## src/rtl/asbp_pkg.sv

```systemverilog
// Package for the accelerometer sample bit packer.
// Holds word types, register indexes, reset values and the orientation decoder.
// No dependencies.
`default_nettype none

package asbp_pkg;

    localparam int COUNT_WIDTH_DEFAULT = 16;
    localparam int MAX_RESULTS         = 4;
    localparam int CFG_DATA_W          = 8;
    localparam int CFG_INDEX_W         = 2;

    localparam logic [CFG_INDEX_W-1:0] REG_RESOLUTION  = 2'd0;
    localparam logic [CFG_INDEX_W-1:0] REG_ORIENTATION = 2'd1;
    localparam logic [CFG_INDEX_W-1:0] REG_CAPACITY    = 2'd2;

    localparam logic [4:0] RESOLUTION_RESET  = 5'd10;
    localparam logic [6:0] ORIENTATION_RESET = 7'd20;
    localparam logic [7:0] CAPACITY_RESET    = 8'd16;

    localparam logic KIND_SAMPLE   = 1'b0;
    localparam logic KIND_START    = 1'b1;
    localparam logic RESULT_DATA   = 1'b0;
    localparam logic RESULT_HEADER = 1'b1;

    typedef struct packed {
        logic        kind;
        logic [2:0]  axes_mask;
        logic [15:0] run_length;
        logic [15:0] raw_axis_zero;
        logic [15:0] raw_axis_one;
        logic [15:0] raw_axis_two;
        logic        sensor_overflow;
        logic [15:0] measured_rate;
    } sample_word_t;

    typedef struct packed {
        logic        result_kind;
        logic [15:0] packed_word;
        logic [15:0] first_sample_index;
        logic [7:0]  packet_sample_count;
        logic [15:0] reported_rate;
        logic        overflow_seen;
        logic        final_packet;
        logic        orientation_bad;
        logic        last_of_item;
    } result_word_t;

    typedef struct packed {
        logic            bad;
        logic [2:0][1:0] axis_map;
        logic [2:0]      invert;
    } orient_t;

    function automatic orient_t decode_orientation(input logic [6:0] code);
        orient_t    o;
        logic [2:0] zd;
        logic [6:0] xd;
        logic [1:0] xo;
        logic [1:0] zo;
        logic [1:0] yo;
        logic [1:0] xo_next;
        logic       xi;
        logic       zi;
        logic       yi;
        o.bad = 1'b0;
        o.axis_map = {2'd2, 2'd1, 2'd0};
        o.invert = 3'b000;
        if (code >= 7'd60) zd = 3'd6;
        else if (code >= 7'd50) zd = 3'd5;
        else if (code >= 7'd40) zd = 3'd4;
        else if (code >= 7'd30) zd = 3'd3;
        else if (code >= 7'd20) zd = 3'd2;
        else if (code >= 7'd10) zd = 3'd1;
        else zd = 3'd0;
        xd = code - {4'd0, zd} * 7'd10;
        xo = xd[1:0];
        zo = zd[1:0];
        xi = xd[2];
        zi = zd[2];
        yo = 2'd3 - xo - zo;
        xo_next = (xo == 2'd2) ? 2'd0 : xo + 2'd1;
        yi = xi ^ zi ^ (xo_next != yo);
        if (code >= 7'd70 || xd >= 7'd7 || xo == 2'd3 || zo == 2'd3 || xo == zo)
        begin
            o.bad = 1'b1;
        end
        else
        begin
            o.axis_map[xo] = 2'd0;
            o.axis_map[yo] = 2'd1;
            o.axis_map[zo] = 2'd2;
            o.invert[xo] = xi;
            o.invert[yo] = yi;
            o.invert[zo] = zi;
        end
        return o;
    endfunction

endpackage

`default_nettype wire

```

## src/rtl/accel_sample_bit_packer_top.sv

```systemverilog
// Accelerometer sample bit packer, top level.
// Uses asbp_pkg for word types, register indexes and the orientation decoder.
//
//   channel   | direction | handshake                    | payload
//   sample    | in        | sample_valid / sample_ready  | asbp_pkg::sample_word_t
//   result    | out       | result_valid / result_ready  | asbp_pkg::result_word_t
//   cfg       | in        | cfg_write                    | cfg_index, cfg_data
//
// A sample word is processed in the cycle it is accepted; its zero to four results
// go to the output batch, or to a holding batch while the output batch still drains,
// and leave one result per cycle while result_ready is high.
// Sustained rate is one result per cycle while result_ready stays high.
// sample_ready drops while the holding batch is full, until the output batch empties.
// Reset clears all run state and restores the register reset values.
`default_nettype none

module accel_sample_bit_packer_top #(
    parameter int COUNT_WIDTH = asbp_pkg::COUNT_WIDTH_DEFAULT
) (
    input  wire logic                              clk,
    input  wire logic                              rst_n,
    input  wire logic                              sample_valid,
    output logic                                   sample_ready,
    input  wire asbp_pkg::sample_word_t            sample_data,
    output logic                                   result_valid,
    input  wire logic                              result_ready,
    output asbp_pkg::result_word_t                 result_data,
    input  wire logic                              cfg_write,
    input  wire logic [asbp_pkg::CFG_INDEX_W-1:0]  cfg_index,
    input  wire logic [asbp_pkg::CFG_DATA_W-1:0]   cfg_data
);

    localparam int IDX_W = (COUNT_WIDTH > 16) ? COUNT_WIDTH : 16;

    logic [4:0]             resolution_reg;
    logic [6:0]             orientation_reg;
    logic [7:0]             capacity_reg;

    logic                   run_active_reg;
    logic                   run_active_next;
    logic [2:0]             req_axes_reg;
    logic [2:0]             req_axes_next;
    logic [COUNT_WIDTH-1:0] samples_left_reg;
    logic [COUNT_WIDTH-1:0] samples_left_next;
    logic [COUNT_WIDTH-1:0] samples_done_reg;
    logic [COUNT_WIDTH-1:0] samples_done_next;
    logic [7:0]             pkt_samples_reg;
    logic [7:0]             pkt_samples_next;
    logic [15:0]            pend_bits_reg;
    logic [15:0]            pend_bits_next;
    logic [3:0]             pend_count_reg;
    logic [3:0]             pend_count_next;
    logic                   ovf_sticky_reg;
    logic                   ovf_sticky_next;
    logic                   discarded_reg;
    logic                   discarded_next;

    asbp_pkg::result_word_t [asbp_pkg::MAX_RESULTS-1:0] hold_res_reg;
    logic                   hold_vld_reg;
    logic [2:0]             hold_cnt_reg;
    asbp_pkg::result_word_t [asbp_pkg::MAX_RESULTS-1:0] out_res_reg;
    logic [2:0]             out_cnt_reg;

    asbp_pkg::orient_t      orient;
    logic [4:0]             res_eff;
    logic [7:0]             cap_eff;
    logic [2:0][15:0]       raw_sel;
    logic [2:0][15:0]       val_adj;
    logic [2:0][15:0]       val_just;
    logic [5:0]             off1;
    logic [5:0]             off2;
    logic [5:0]             total_bits;
    logic [3:0][15:0]       acc_words;
    logic [1:0]             word_cnt;
    logic [15:0]            leftover;
    logic [7:0]             pkt_inc;
    logic [COUNT_WIDTH-1:0] left_dec;
    logic [IDX_W-1:0]       done_ext;
    logic                   fin;
    logic                   hdr;
    logic                   accept;
    logic                   process;
    logic [2:0]             batch_cnt;
    logic                   new_batch;
    asbp_pkg::result_word_t [asbp_pkg::MAX_RESULTS-1:0] batch;
    logic                   out_pop;
    logic                   out_free;

    // Orientation and clamped settings
    always_comb
    begin
        orient = asbp_pkg::decode_orientation(orientation_reg);
        if (resolution_reg == 5'd0)
            res_eff = 5'd1;
        else if (resolution_reg > 5'd16)
            res_eff = 5'd16;
        else
            res_eff = resolution_reg;
        cap_eff = (capacity_reg == 8'd0) ? 8'd1 : capacity_reg;
    end

    // Remap, invert, right-justify and pack
    always_comb
    begin
        for (int a = 0; a < 3; a++)
        begin
            case (orient.axis_map[a])
                2'd0:    raw_sel[a] = sample_data.raw_axis_zero;
                2'd1:    raw_sel[a] = sample_data.raw_axis_one;
                default: raw_sel[a] = sample_data.raw_axis_two;
            endcase
            if (orient.invert[a])
                val_adj[a] = (raw_sel[a] == 16'h8000) ? 16'h7FFF : 16'd0 - raw_sel[a];
            else
                val_adj[a] = raw_sel[a];
            val_just[a] = req_axes_reg[a] ? (val_adj[a] >> (5'd16 - res_eff)) : 16'd0;
        end
        off1 = {2'd0, pend_count_reg} + (req_axes_reg[0] ? {1'b0, res_eff} : 6'd0);
        off2 = off1 + (req_axes_reg[1] ? {1'b0, res_eff} : 6'd0);
        total_bits = off2 + (req_axes_reg[2] ? {1'b0, res_eff} : 6'd0);
        acc_words = {48'd0, pend_bits_reg}
                  | ({48'd0, val_just[0]} << pend_count_reg)
                  | ({48'd0, val_just[1]} << off1)
                  | ({48'd0, val_just[2]} << off2);
        word_cnt = total_bits[5:4];
        leftover = acc_words[word_cnt];
    end

    // Run bookkeeping
    always_comb
    begin
        accept   = sample_valid && sample_ready;
        pkt_inc  = pkt_samples_reg + 8'd1;
        left_dec = samples_left_reg - COUNT_WIDTH'(1);
        done_ext = IDX_W'(samples_done_reg);
        fin      = (left_dec == '0);
        hdr      = (pkt_inc >= cap_eff) || (pkt_inc == 8'd0) || fin;
        process  = accept && (sample_data.kind == asbp_pkg::KIND_SAMPLE)
                && run_active_reg && discarded_reg;

        run_active_next   = run_active_reg;
        req_axes_next     = req_axes_reg;
        samples_left_next = samples_left_reg;
        samples_done_next = samples_done_reg;
        pkt_samples_next  = pkt_samples_reg;
        pend_bits_next    = pend_bits_reg;
        pend_count_next   = pend_count_reg;
        ovf_sticky_next   = ovf_sticky_reg;
        discarded_next    = discarded_reg;

        if (accept && sample_data.kind == asbp_pkg::KIND_START && !run_active_reg)
        begin
            req_axes_next     = sample_data.axes_mask;
            samples_left_next = COUNT_WIDTH'(sample_data.run_length);
            samples_done_next = '0;
            pkt_samples_next  = 8'd0;
            pend_bits_next    = 16'd0;
            pend_count_next   = 4'd0;
            ovf_sticky_next   = 1'b0;
            discarded_next    = 1'b0;
            run_active_next   = (sample_data.run_length != 16'd0)
                             && (COUNT_WIDTH'(sample_data.run_length) != '0);
        end
        else if (accept && sample_data.kind == asbp_pkg::KIND_SAMPLE && run_active_reg)
        begin
            ovf_sticky_next = ovf_sticky_reg | sample_data.sensor_overflow;
            if (!discarded_reg)
            begin
                discarded_next = 1'b1;
            end
            else
            begin
                samples_left_next = left_dec;
                if (hdr)
                begin
                    samples_done_next = samples_done_reg + COUNT_WIDTH'(pkt_inc);
                    pkt_samples_next  = 8'd0;
                    pend_bits_next    = 16'd0;
                    pend_count_next   = 4'd0;
                    ovf_sticky_next   = 1'b0;
                    run_active_next   = !fin;
                end
                else
                begin
                    pkt_samples_next = pkt_inc;
                    pend_bits_next   = leftover;
                    pend_count_next  = total_bits[3:0];
                end
            end
        end
    end

    // Result batch for one sample
    always_comb
    begin
        batch_cnt = {1'b0, word_cnt} + {2'd0, hdr};
        new_batch = process && (batch_cnt != 3'd0);
        for (int k = 0; k < asbp_pkg::MAX_RESULTS; k++)
        begin
            batch[k] = '0;
            batch[k].orientation_bad = orient.bad;
            batch[k].last_of_item = (3'(k) == batch_cnt - 3'd1);
            if (3'(k) < {1'b0, word_cnt})
            begin
                batch[k].result_kind = asbp_pkg::RESULT_DATA;
                batch[k].packed_word = acc_words[k];
            end
            else
            begin
                batch[k].result_kind         = asbp_pkg::RESULT_HEADER;
                batch[k].packed_word         = leftover;
                batch[k].first_sample_index  = done_ext[15:0];
                batch[k].packet_sample_count = pkt_inc;
                batch[k].reported_rate       = sample_data.measured_rate;
                batch[k].overflow_seen       = ovf_sticky_reg | sample_data.sensor_overflow;
                batch[k].final_packet        = fin;
            end
        end
    end

    assign sample_ready = !hold_vld_reg;
    assign result_valid = (out_cnt_reg != 3'd0);
    assign result_data  = out_res_reg[0];
    assign out_pop      = result_valid && result_ready;
    assign out_free     = (out_cnt_reg == 3'd0) || (out_pop && out_cnt_reg == 3'd1);

    always_ff @(posedge clk or negedge rst_n)
    begin
        if (!rst_n)
        begin
            resolution_reg   <= asbp_pkg::RESOLUTION_RESET;
            orientation_reg  <= asbp_pkg::ORIENTATION_RESET;
            capacity_reg     <= asbp_pkg::CAPACITY_RESET;
            run_active_reg   <= 1'b0;
            req_axes_reg     <= 3'd0;
            samples_left_reg <= '0;
            samples_done_reg <= '0;
            pkt_samples_reg  <= 8'd0;
            pend_bits_reg    <= 16'd0;
            pend_count_reg   <= 4'd0;
            ovf_sticky_reg   <= 1'b0;
            discarded_reg    <= 1'b0;
            hold_vld_reg     <= 1'b0;
            hold_cnt_reg     <= 3'd0;
            out_cnt_reg      <= 3'd0;
        end
        else
        begin
            if (cfg_write)
            begin
                case (cfg_index)
                    asbp_pkg::REG_RESOLUTION:  resolution_reg  <= cfg_data[4:0];
                    asbp_pkg::REG_ORIENTATION: orientation_reg <= cfg_data[6:0];
                    asbp_pkg::REG_CAPACITY:    capacity_reg    <= cfg_data[7:0];
                    default:                   ;
                endcase
            end
            run_active_reg   <= run_active_next;
            req_axes_reg     <= req_axes_next;
            samples_left_reg <= samples_left_next;
            samples_done_reg <= samples_done_next;
            pkt_samples_reg  <= pkt_samples_next;
            pend_bits_reg    <= pend_bits_next;
            pend_count_reg   <= pend_count_next;
            ovf_sticky_reg   <= ovf_sticky_next;
            discarded_reg    <= discarded_next;

            if (out_free)
            begin
                if (hold_vld_reg)
                begin
                    out_cnt_reg  <= hold_cnt_reg;
                    hold_vld_reg <= new_batch;
                    hold_cnt_reg <= batch_cnt;
                end
                else
                begin
                    out_cnt_reg <= new_batch ? batch_cnt : 3'd0;
                end
            end
            else
            begin
                if (out_pop)
                    out_cnt_reg <= out_cnt_reg - 3'd1;
                if (new_batch)
                begin
                    hold_vld_reg <= 1'b1;
                    hold_cnt_reg <= batch_cnt;
                end
            end
        end
    end

    // Payload, no reset
    always_ff @(posedge clk)
    begin
        if (out_free)
        begin
            if (hold_vld_reg)
            begin
                out_res_reg <= hold_res_reg;
                if (new_batch)
                    hold_res_reg <= batch;
            end
            else if (new_batch)
            begin
                out_res_reg <= batch;
            end
        end
        else
        begin
            if (out_pop)
            begin
                for (int i = 0; i < asbp_pkg::MAX_RESULTS - 1; i++)
                    out_res_reg[i] <= out_res_reg[i+1];
            end
            if (new_batch)
                hold_res_reg <= batch;
        end
    end

    a_out_cnt_range: assert property (@(posedge clk) disable iff (!rst_n)
        out_cnt_reg <= 3'(asbp_pkg::MAX_RESULTS))
        else $error("output batch count out of range");

    a_hold_behind_out: assert property (@(posedge clk) disable iff (!rst_n)
        hold_vld_reg |-> (out_cnt_reg != 3'd0))
        else $error("holding batch filled while output batch empty");

    a_idle_counts: assert property (@(posedge clk) disable iff (!rst_n)
        !run_active_reg |-> (samples_left_reg == '0 && pkt_samples_reg == 8'd0
                             && pend_count_reg == 4'd0))
        else $error("idle with run counters not cleared");

    a_no_batch_when_full: assert property (@(posedge clk) disable iff (!rst_n)
        (hold_vld_reg && !out_free) |=> $stable(hold_cnt_reg))
        else $error("holding batch overwritten");

endmodule

`default_nettype wire

```

## config.mk

```make
export PLATFORM = sky130hd
export DESIGN_NAME = accel_sample_bit_packer_top
export DESIGN_NICKNAME = d
export VERILOG_FILES = /design/src/rtl/asbp_pkg.sv /design/src/rtl/accel_sample_bit_packer_top.sv
export SDC_FILE = /design/constraint.sdc
export NUM_CORES = 1
export LEC_CHECK = 0
export ABC_AREA = 0
export BUFFER_PORTS_ARGS = -buffer_cell sky130_fd_sc_hd__buf_2
export CAP_MARGIN = 20
export CORE_MARGIN = 1.5
export CORE_UTILIZATION = 43
export CTS_BUF_LIST = sky130_fd_sc_hd__clkbuf_8 sky130_fd_sc_hd__clkbuf_16
export DETAILED_ROUTE_END_ITERATION = 16
export HOLD_SLACK_MARGIN = 0.06
export PLACE_DENSITY_LB_ADDON = 0.05
export REMOVE_ABC_BUFFERS = 1
export SLEW_MARGIN = 20
export SYNTH_ARGS = -nofsm -noshare
export SYNTH_HDL_FRONTEND = slang
export SYNTH_SLANG_ARGS = --single-unit
```

## constraint.sdc

```tcl
create_clock -name clk -period 84 [get_ports clk]
set_clock_uncertainty 0.2 [all_clocks]
set_input_delay 12.6 -clock clk [delete_from_list [all_inputs] [get_ports clk]]
set_output_delay 12.6 -clock clk [all_outputs]
set_load 0.01 [all_outputs]
```

## Word-level counts from Yosys, hierarchy flattened

Cells that the tools add are included.

- Register bits after elaboration: 581
- Latch bits: 0
- RAM bits: 0
- Bits in read-only memories: 0
- Input port bits: 100
- Output and inout bits: 63
- Memories kept: 0

- $add $sub $neg: 17
- Multipliers: 1
- Divide/modulo/power cells: 0
- Order comparisons: 20
- Equality and inequality tests: 19
- Shift-type cells: 6
- Mux-type cells: 95
- Bitwise logic cells: 15
- Reduce and logical (&&, ||, !) cells: 49

Operator list:

| operator | number |
|---|---|
| two-way mux 244 bit | 5 |
| two-way mux 183 bit | 2 |
| two-way mux 16 bit | 21 |
| OR 64 bit | 2 |
| << shifter 16 x 6 -> 64 bit | 2 |
| two-way mux 42 bit | 3 |
| case mux 16 bit (2 select lines) | 3 |
| OR 16 x 64 -> 64 bit | 1 |
| << shifter 16 x 4 -> 64 bit | 1 |
| two-way mux 17 bit | 3 |
| == test 16 bit (second input constant) | 3 |
| >> shifter 16 x 5 -> 16 bit | 3 |
| subtractor 1 x 16 -> 16 bit (first input constant) | 3 |
| two-way mux 8 bit | 5 |
| binary-select mux 16 bit (select 2 bit) | 1 |
| two-way mux 3 bit | 10 |
| two-way mux 5 bit | 5 |
| greater-or-equal comparator 7 x 6 -> 1 bit (second input constant) | 3 |
| two-way mux 1 bit | 18 |
| adder 16 x 8 -> 16 bit | 1 |
| logical NOT 16 bit | 1 |
| logical NOT 8 bit | 2 |
| two-way mux 4 bit | 4 |
| nonzero test 16 bit | 1 |
| other kinds (54) | 119 |

## Longest topological paths before layout

Gate-level depths: netlist of run 1.

- Word-level depth: 36
- Depth in mapped cells: 39
- Gate-level depth less buffers: 31

## Worst setup path after synthesis of run 1

No wires, ideal clock.

- Path kind: input port to flip-flop
- Start point: input sample_valid
- End point: register hold_cnt_reg[0]
- Library setup time: 142 ps
- Arrival time: 31708 ps
- Slack: 51950 ps
- Stages on the path: 5
- Path through: nor4bb_1 -> nand2_1 -> nor3_1 -> a21oi_1 -> mux2_2

- Longest elaborated chain between the ends: 7

RTL lines:

| element | line | text |
|---|---|---|
| start, declared | accel_sample_bit_packer_top.sv:22 | `input wire logic sample_valid,` |
| logical AND 1 bit | accel_sample_bit_packer_top.sv:132 | `accept = sample_valid && sample_ready;` |
| logical AND 1 bit | accel_sample_bit_packer_top.sv:138 | `process = accept && (sample_data.kind == asbp_pkg::KIND_SAMPLE)` |
| logical AND 1 bit (2 in series) | accel_sample_bit_packer_top.sv:139 | `&& run_active_reg && discarded_reg;` |
| logical AND 1 bit | accel_sample_bit_packer_top.sv:197 | `new_batch = process && (batch_cnt != 3'd0);` |
| nonzero test 2 bit (no source line) | n/a |  |
| AND reduction 2 bit (no source line) | n/a |  |
| end signal, assigned | accel_sample_bit_packer_top.sv:274 | `hold_cnt_reg <= batch_cnt;` |
| end signal, assigned | accel_sample_bit_packer_top.sv:288 | `hold_cnt_reg <= batch_cnt;` |
| end, declared | accel_sample_bit_packer_top.sv:60 | `logic [2:0] hold_cnt_reg;` |

No other way between the ends.
A chain may end at the register's enable or synchronous reset.

==> results of run 1 <==
worst max path at each step:
stage | startpoint | endpoint | depth (start not counted)
6_report | sample_data[49] | out_res_reg[236] | 21
3_5_place_dp | sample_data[49] | out_res_reg[114] | 21
3_3_place_gp | sample_data[49] | out_res_reg[114] | 21
2_1_floorplan | sample_valid | hold_cnt_reg[0] | 5
4_1_cts | sample_data[49] | out_res_reg[114] | 21
5_1_grt | sample_data[49] | out_res_reg[114] | 21
final cells by class:
cell class / instances / area [sq um]
sequential: 576 / 16800
fill: 9267 / 50100
tap: 1265 / 1580
clock inverter: 41 / 433
clock buffer: 75 / 1750
inverter: 134 / 510
timing repair buffer: 251 / 1500
multi-input combinational: 3482 / 22100
worst min-delay path, cell delays in order, from the launching register on:
cell	delay [ns]
dfrtp_1	0.35
nand2_1	0.05
o21ai_0	0.06
metal layers:
metal  vias to the layer above  part of all wire
li1                      17300                 -
met1                     18700              0.44
met2                      1738              0.44
met3                       408             0.069
met4                         6             0.052
met5                         -           0.00024
cells in the mapped netlist (all sizes together) (19+ instances only):
master,n,area (sq um)
a211o,31,272
a32o,20,200
nand2,561,2110
o211ai,74,566
edfxtp,483,14500
o2bb2ai,20,181
nand4,39,244
o21a,23,173
clkbuf,233,876
buf,131,851
mux2,93,1050
a32oi,27,236
inv,125,472
a211oi,72,596
o221ai,30,269
a21o,45,338
xnor2,43,377
dfrtp,88,2200
a311oi,19,173
o22ai,44,275
a31oi,57,363
nor2,456,1730
ha,51,638
a221oi,49,435
a22o,26,229
and2,90,563
o21ai,338,1710
a221o,31,310
a22oi,23,173
nor3,181,941
or2,26,163
a2111oi,23,249
or3,30,198
a21oi,279,1420
nor4,68,542
mux2i,110,1110
and3,41,267
nand3,102,521
o31ai,39,327
nand2b,19,119
metrics by stage:
step	hold slack, ns	std cells
2_1_floorplan	0.250	4192
3_3_place_gp	0.267	5707
3_5_place_dp	0.277	5708
4_1_cts	0.289	5824
5_1_grt	0.316	5824
6_report	0.287	5824
cell families (layout without fill, tap and decap cells):
family,Yosys count,count (layout),synth area share
AO/OA/AOI/OAI,1464,1464,0.251
XOR/XNOR,61,61,0.0130
adder cells (fa/ha/maj),56,56,0.0180
buffers and inverters,498,501,0.0545
flip-flops,576,576,0.411
multiplexers,209,209,0.0560
AND/OR/NAND/NOR,1692,1692,0.196
power breakdown:
group          total [mW]  internal [mW]  switching [mW]
Sequential          0.490          0.448          0.0421
Clock               0.291          0.173           0.119
Combinational        1.15          0.332           0.817
==> key figures, run 1 <==
Run status
  • Status: completed

Timing
  • Final period utilization: 0.224
  • # setup viols final: 0
  • Setup tns final: 0 ns
  • Final Critical Period: 18.86 ns
  • Hold Fails Final Rpt: 0
  • Achievable clock frequency: 53.0 MHz
  • Worst Tran Pin Value: 1.15 ns
  • Setup ws final: 65.14 ns
  • Slew HR: 0.227
  • Slew Limit Fails: 0
  • RSZ-0062 raised after global routing: false

Setup path
  • CP top delay family: compound AO/OA/AOI/OAI gates
  • Worst Path Buf+Inv: 3
  • Crit Path Category: in2reg
  • Setup crit end kind: flip-flop
  • R2R depth: 32
  • Crit Reg-Reg Endpoint: result_data[54]
  • Critical R2R Launch: resolution_reg[1]
  • Slowest stage delay, CP: 0.89 ns
  • Arrival @ worst endpoint: 19.06 ns
  • CP Cell Sequence: buf_2, nor2_1, mux2i_1, o22a_1, inv_2, ha_1, inv_1, a221oi_1, nand4_1, or4_1, o21ai_2, o211a_1, o31ai_1, a2111oi_1, a21oi_1, mux4_2, o211ai_1, o2111ai_1, o221ai_2, o211ai_2, mux2_2
  • R2r setup slk: 72.96 ns
  • Worst setup SP type: input port
  • Critical-path top delay cell: a2111oi_1
  • Crit Path Max Fanout: 7
  • Critical path data required time: 84.20 ns

Placement
  • Instance area at placement: 42500 sq um
  • Pre-CTS setup slack: 64.82 ns
  • DPL Wire Length: 117 mm
  • Port bufs: 162
  • Final GP Congestion: 1.02

Global route
  • Met1 global-route usage: 0.460
  • GR peak layer: met2
  • Largest net degree at the start of global routing: 187
  • Met3 GRT Util: 0.0459
  • Vias in the first global route: 35400
  • Met2 Resource Use GR: 0.493
  • Initial antenna violation count: 3
  • Global route overflow: 0
  • Gr usage total: 0.326
  • First-pass GRT wire length: 242 mm

Synth
  • Post-synth EDFFs: 483
  • Count of cell types in the netlist: 124
  • Syn Std Cell Area: 41000 sq um
  • Sequential-to-total area share from yosys stat: 0.411
  • Warnings from Yosys: 0
  • Yosys reg bits: 576
  • Cell count after synthesis: 4556
  • FFs w/ async S/R, synth: 0.161
  • Ys flop type: edfxtp_1
  • Syn Area/Cell: 8.99 sq um

Cells and area
  • Final Cell Area: 44700 sq um
  • Layout cells sized above 1: 0.134
  • Commonest non-fill, non-tap cell in the layout: nand2_1
  • Final Net Count: 4662
  • Commonest non-fill, non-tap cells in the layout: nand2_1, edfxtp_1, nor2_1, o21ai_0, a21oi_1
  • Final Core Density: 0.472
  • Max reg flops: 240
  • # diodes: 0
  • Area Growth Syn to Fin: 9.04%

Clocking
  • Post-cts repair resize count: 0
  • Clk_lat worst skew: 0.70 ns
  • Root Buffer: clkbuf_16
  • Clock sink count: 576
  • # hold bufs at CTS: 0
  • Clock transition at path regs: 0.06 ns
  • CTS tree: yes
  • # Post-CTS Setup Buffers: 0
  • H-Tree Depth: 2
  • TritonCTS buffer count: 61
  • Clk buf depth: 3

Power
  • Total power: 1.93 mW
  • Worst vdd ir: 0.0000292 V
  • PwrDens: 43.2 nW/um^2
  • Lkg Pwr: 16.8 nW

Die
  • Die H: 312 microns
  • Total core area: 94700 sq um
  • Num rows: 113
  • Die width: 312 microns
  • Initial Util: 0.433
  • Number of I/O pins: 163
  • Die area: 97100 sq um

Route
  • Initial drt markers: 4446
  • Vias: 38200
  • Routed vias/inst: 6.55
  • Drc violations: 0
  • WL/cell: 28.0 microns
  • DRT Wirelength: 163 mm
  • DRT Pass-1 Iters: 7
  • Routed Antenna Nets: 0

Worst hold path
  • Hold Crit Class: reg2reg
  • Worst Hold Launch: hold_cnt_reg[2]
  • Hold endpoint: hold_cnt_reg[2]
  • Hold depth: 2

Flow run
  • Max Cap Viol: 0
(Power assumes the default switching activity.)
==> run 2, diff against run 1 <==
- clock period: 84 -> 15.9 ns (I/O delays scaled with it)
==> key figures, run 2 (synthesized netlist as in run 1, its figures left out) <==
Setup path
  • Critical path data required time: 15.95 ns (was 84.20 ns)
  • Crit Path Category: reg2reg (was in2reg)
  • R2R depth: 31 (was 32)
  • Crit Path Max Fanout: 53 (was 7)
  • Crit path capture: out_res_reg[110] (was out_res_reg[236])
  • Arrival @ worst endpoint: 10.74 ns (was 19.06 ns)
  • Setup crit end kind: flip-flop (unchanged)
  • Slowest stage delay, CP: 0.80 ns (was 0.89 ns)
  • Critical R2R Launch: resolution_reg[3] (was resolution_reg[1])
  • Critical path startpoint: resolution_reg[3] (was sample_data[49])
  • Worst setup SP type: flip-flop (was input port)
  • R2r setup slk: 5.21 ns (was 72.96 ns)
  • Critical-path top delay cell: clkinv_1 (was a2111oi_1)
  • Crit Reg-Reg Endpoint: out_res_reg[110] (was result_data[54])

Cells and area
  • Commonest non-fill, non-tap cell in the layout: nand2_1 (unchanged)
  • Final Core Density: 0.472 (about the same)
  • Commonest non-fill, non-tap cells in the layout: nand2_1, edfxtp_1, nor2_1, o21ai_0, a21oi_1 (unchanged)
  • Final Net Count: 4666 (was 4662)
  • Max reg flops: 240 (unchanged)
  • Area Growth Syn to Fin: 9.04% (about the same)
  • Layout cells sized above 1: 0.132 (was 0.134)

Global route
  • Gr usage total: 0.322 (was 0.326)
  • Initial antenna violation count: 2 (was 3)
  • Vias in the first global route: 35500 (was 35400)
  • Largest net degree at the start of global routing: 178 (was 187)
  • First-pass GRT wire length: 239 mm (was 242 mm)
  • Global route overflow: 0 (unchanged)

Clocking
  • TritonCTS buffer count: 67 (was 61)
  • Clock sink count: 576 (unchanged)
  • Clk buf depth: 3 (unchanged)
  • Clk_lat worst skew: 0.62 ns (was 0.70 ns)
  • Root Buffer: clkbuf_16 (unchanged)
  • # Post-CTS Setup Buffers: 0 (unchanged)
  • Clock transition at path regs: 0.06 ns (about the same)
  • CTS tree: yes (unchanged)
  • H-Tree Depth: 3 (was 2)
  • # hold bufs at CTS: 0 (unchanged)
  • Post-cts repair resize count: 0 (unchanged)

Flow run
  • Max Cap Viol: 0 (unchanged)

Die
  • Die area: 97100 sq um (unchanged)
  • Die width: 312 microns (unchanged)
  • Initial Util: 0.433 (unchanged)
  • Total core area: 94700 sq um (unchanged)
  • Die H: 312 microns (unchanged)
  • Num rows: 113 (unchanged)
  • Number of I/O pins: 163 (unchanged)

Route
  • Vias: 38200 (about the same)
  • Routed vias/inst: 6.55 (about the same)
  • Drc violations: 0 (unchanged)
  • WL/cell: 27.6 microns (was 28.0 microns)
  • DRT Pass-1 Iters: 5 (was 7)
  • DRT Wirelength: 161 mm (was 163 mm)
  • Initial drt markers: 4488 (was 4446)
  • Routed Antenna Nets: 0 (unchanged)

Power
  • Logic pwr share: 0.597 (was 0.595)
  • Worst vdd ir: 0.000162 V (was 0.0000292 V)
  • Lkg Pwr: 16.8 nW (about the same)
  • Clk pwr share: 0.149 (was 0.151)
  • Internal Power: 5.00 mW (was 0.952 mW)
  • Switching share of total power: 0.508 (was 0.507)
  • Total power: 10.2 mW (was 1.93 mW)
  • Psw: 5.16 mW (was 0.978 mW)
  • Reg power frac: 0.254 (about the same)
  • PwrDens: 227 nW/um^2 (was 43.2 nW/um^2)

Run status
  • Status: completed (unchanged)

Timing
  • Slew HR: 0.154 (was 0.227)
  • RSZ-0062 raised after global routing: false (unchanged)
  • Setup tns final: 0 ns (unchanged)
  • Worst hold slack: 0.292 ns (was 0.287 ns)
  • Worst Tran Pin Value: 1.25 ns (was 1.15 ns)
  • Final period utilization: 0.672
  • Setup ws final: 5.21 ns (was 65.14 ns)
  • Final Critical Period: 10.69 ns
  • # setup viols final: 0 (unchanged)
  • Slew Limit Fails: 0 (unchanged)
  • Hold Fails Final Rpt: 0 (unchanged)
  • Achievable clock frequency: 93.5 MHz

Worst hold path
  • Hold Crit Class: reg2reg (unchanged)

Placement
  • Port bufs: 162 (unchanged)
  • DPL Wire Length: 116 mm (was 117 mm)
  • Pre-CTS setup slack: 5.22 ns (was 64.82 ns)
  • Final GP Congestion: 1.10 (was 1.02)
-- run 2: changes by cell type in the layout (fill, tap and decap cells not counted), sizes merged --
cell / before / now
clkinvlp: 2 / 0
bufinv: 8 / 4
diode: 0 / 2
clkinv: 26 / 28
inv: 139 / 149
buf: 251 / 249
clkbuf: 75 / 73
-- run 2: worst max-delay path, delay by kind of cell, from the launching register on --
kind,cells,cell delay [ns]
XOR/XNOR,3,0.38
AND/OR/NAND/NOR,10,1.61
AO/OA/AOI/OAI,2,0.81
flip-flops,1,0.56
adder cells (fa/ha/maj),7,2.67
buffers and inverters,9,3.82
-- run 2: stage by stage --
stage	cell area (sq um)	std cells
global route	44700	5826
global placement	42500	5706
CTS	44700	5826
finish	44700	5828
detailed placement	42500	5706
floorplan	39200	4192
-- run 2: final cells by class --
type,count,area [sq um]
multi-input cells,3482,22100
clock inverters,47,393
inverters,134,510
diodes,2,5.00
well taps,1265,1580
repair buffers,249,1500
clock buffers,73,1770
fillers,9290,50100
flip-flops and latches,576,16800
-- run 2: how the worst min path moves through the flow --
stage	to	start	cells past startpoint	slack [ns]
floorplan	pend_bits_reg[2]	pend_bits_reg[2]	2	0.25
detailed placement	hold_cnt_reg[2]	hold_cnt_reg[2]	2	0.28
CTS	hold_cnt_reg[2]	hold_cnt_reg[2]	2	0.30
global placement	pkt_samples_reg[7]	pkt_samples_reg[7]	2	0.29
finish	hold_cnt_reg[2]	hold_cnt_reg[2]	2	0.29
global route	hold_cnt_reg[0]	hold_cnt_reg[0]	1	0.31
-- run 2: power groups by stage --
stage	clock network (mW)	logic, mW	registers [mW]
floorplan	0	3.63	2.73
global placement	0	5.88	2.60
detailed placement	0	5.89	2.61
CTS	1.55	5.91	2.59
global route	1.60	6.44	2.63
finish	1.51	6.06	2.58
-- run 2: per-layer routing --
metal | track usage | vias up | routed length (microns)
met1 | 0.448 | 18600 | 70200
met5 | 0 | - | 22
met4 | 0.173 | 4 | 9430
met3 | 0.0473 | 431 | 11600
li1 | - | 17300 | -
met2 | 0.484 | 1815 | 69700
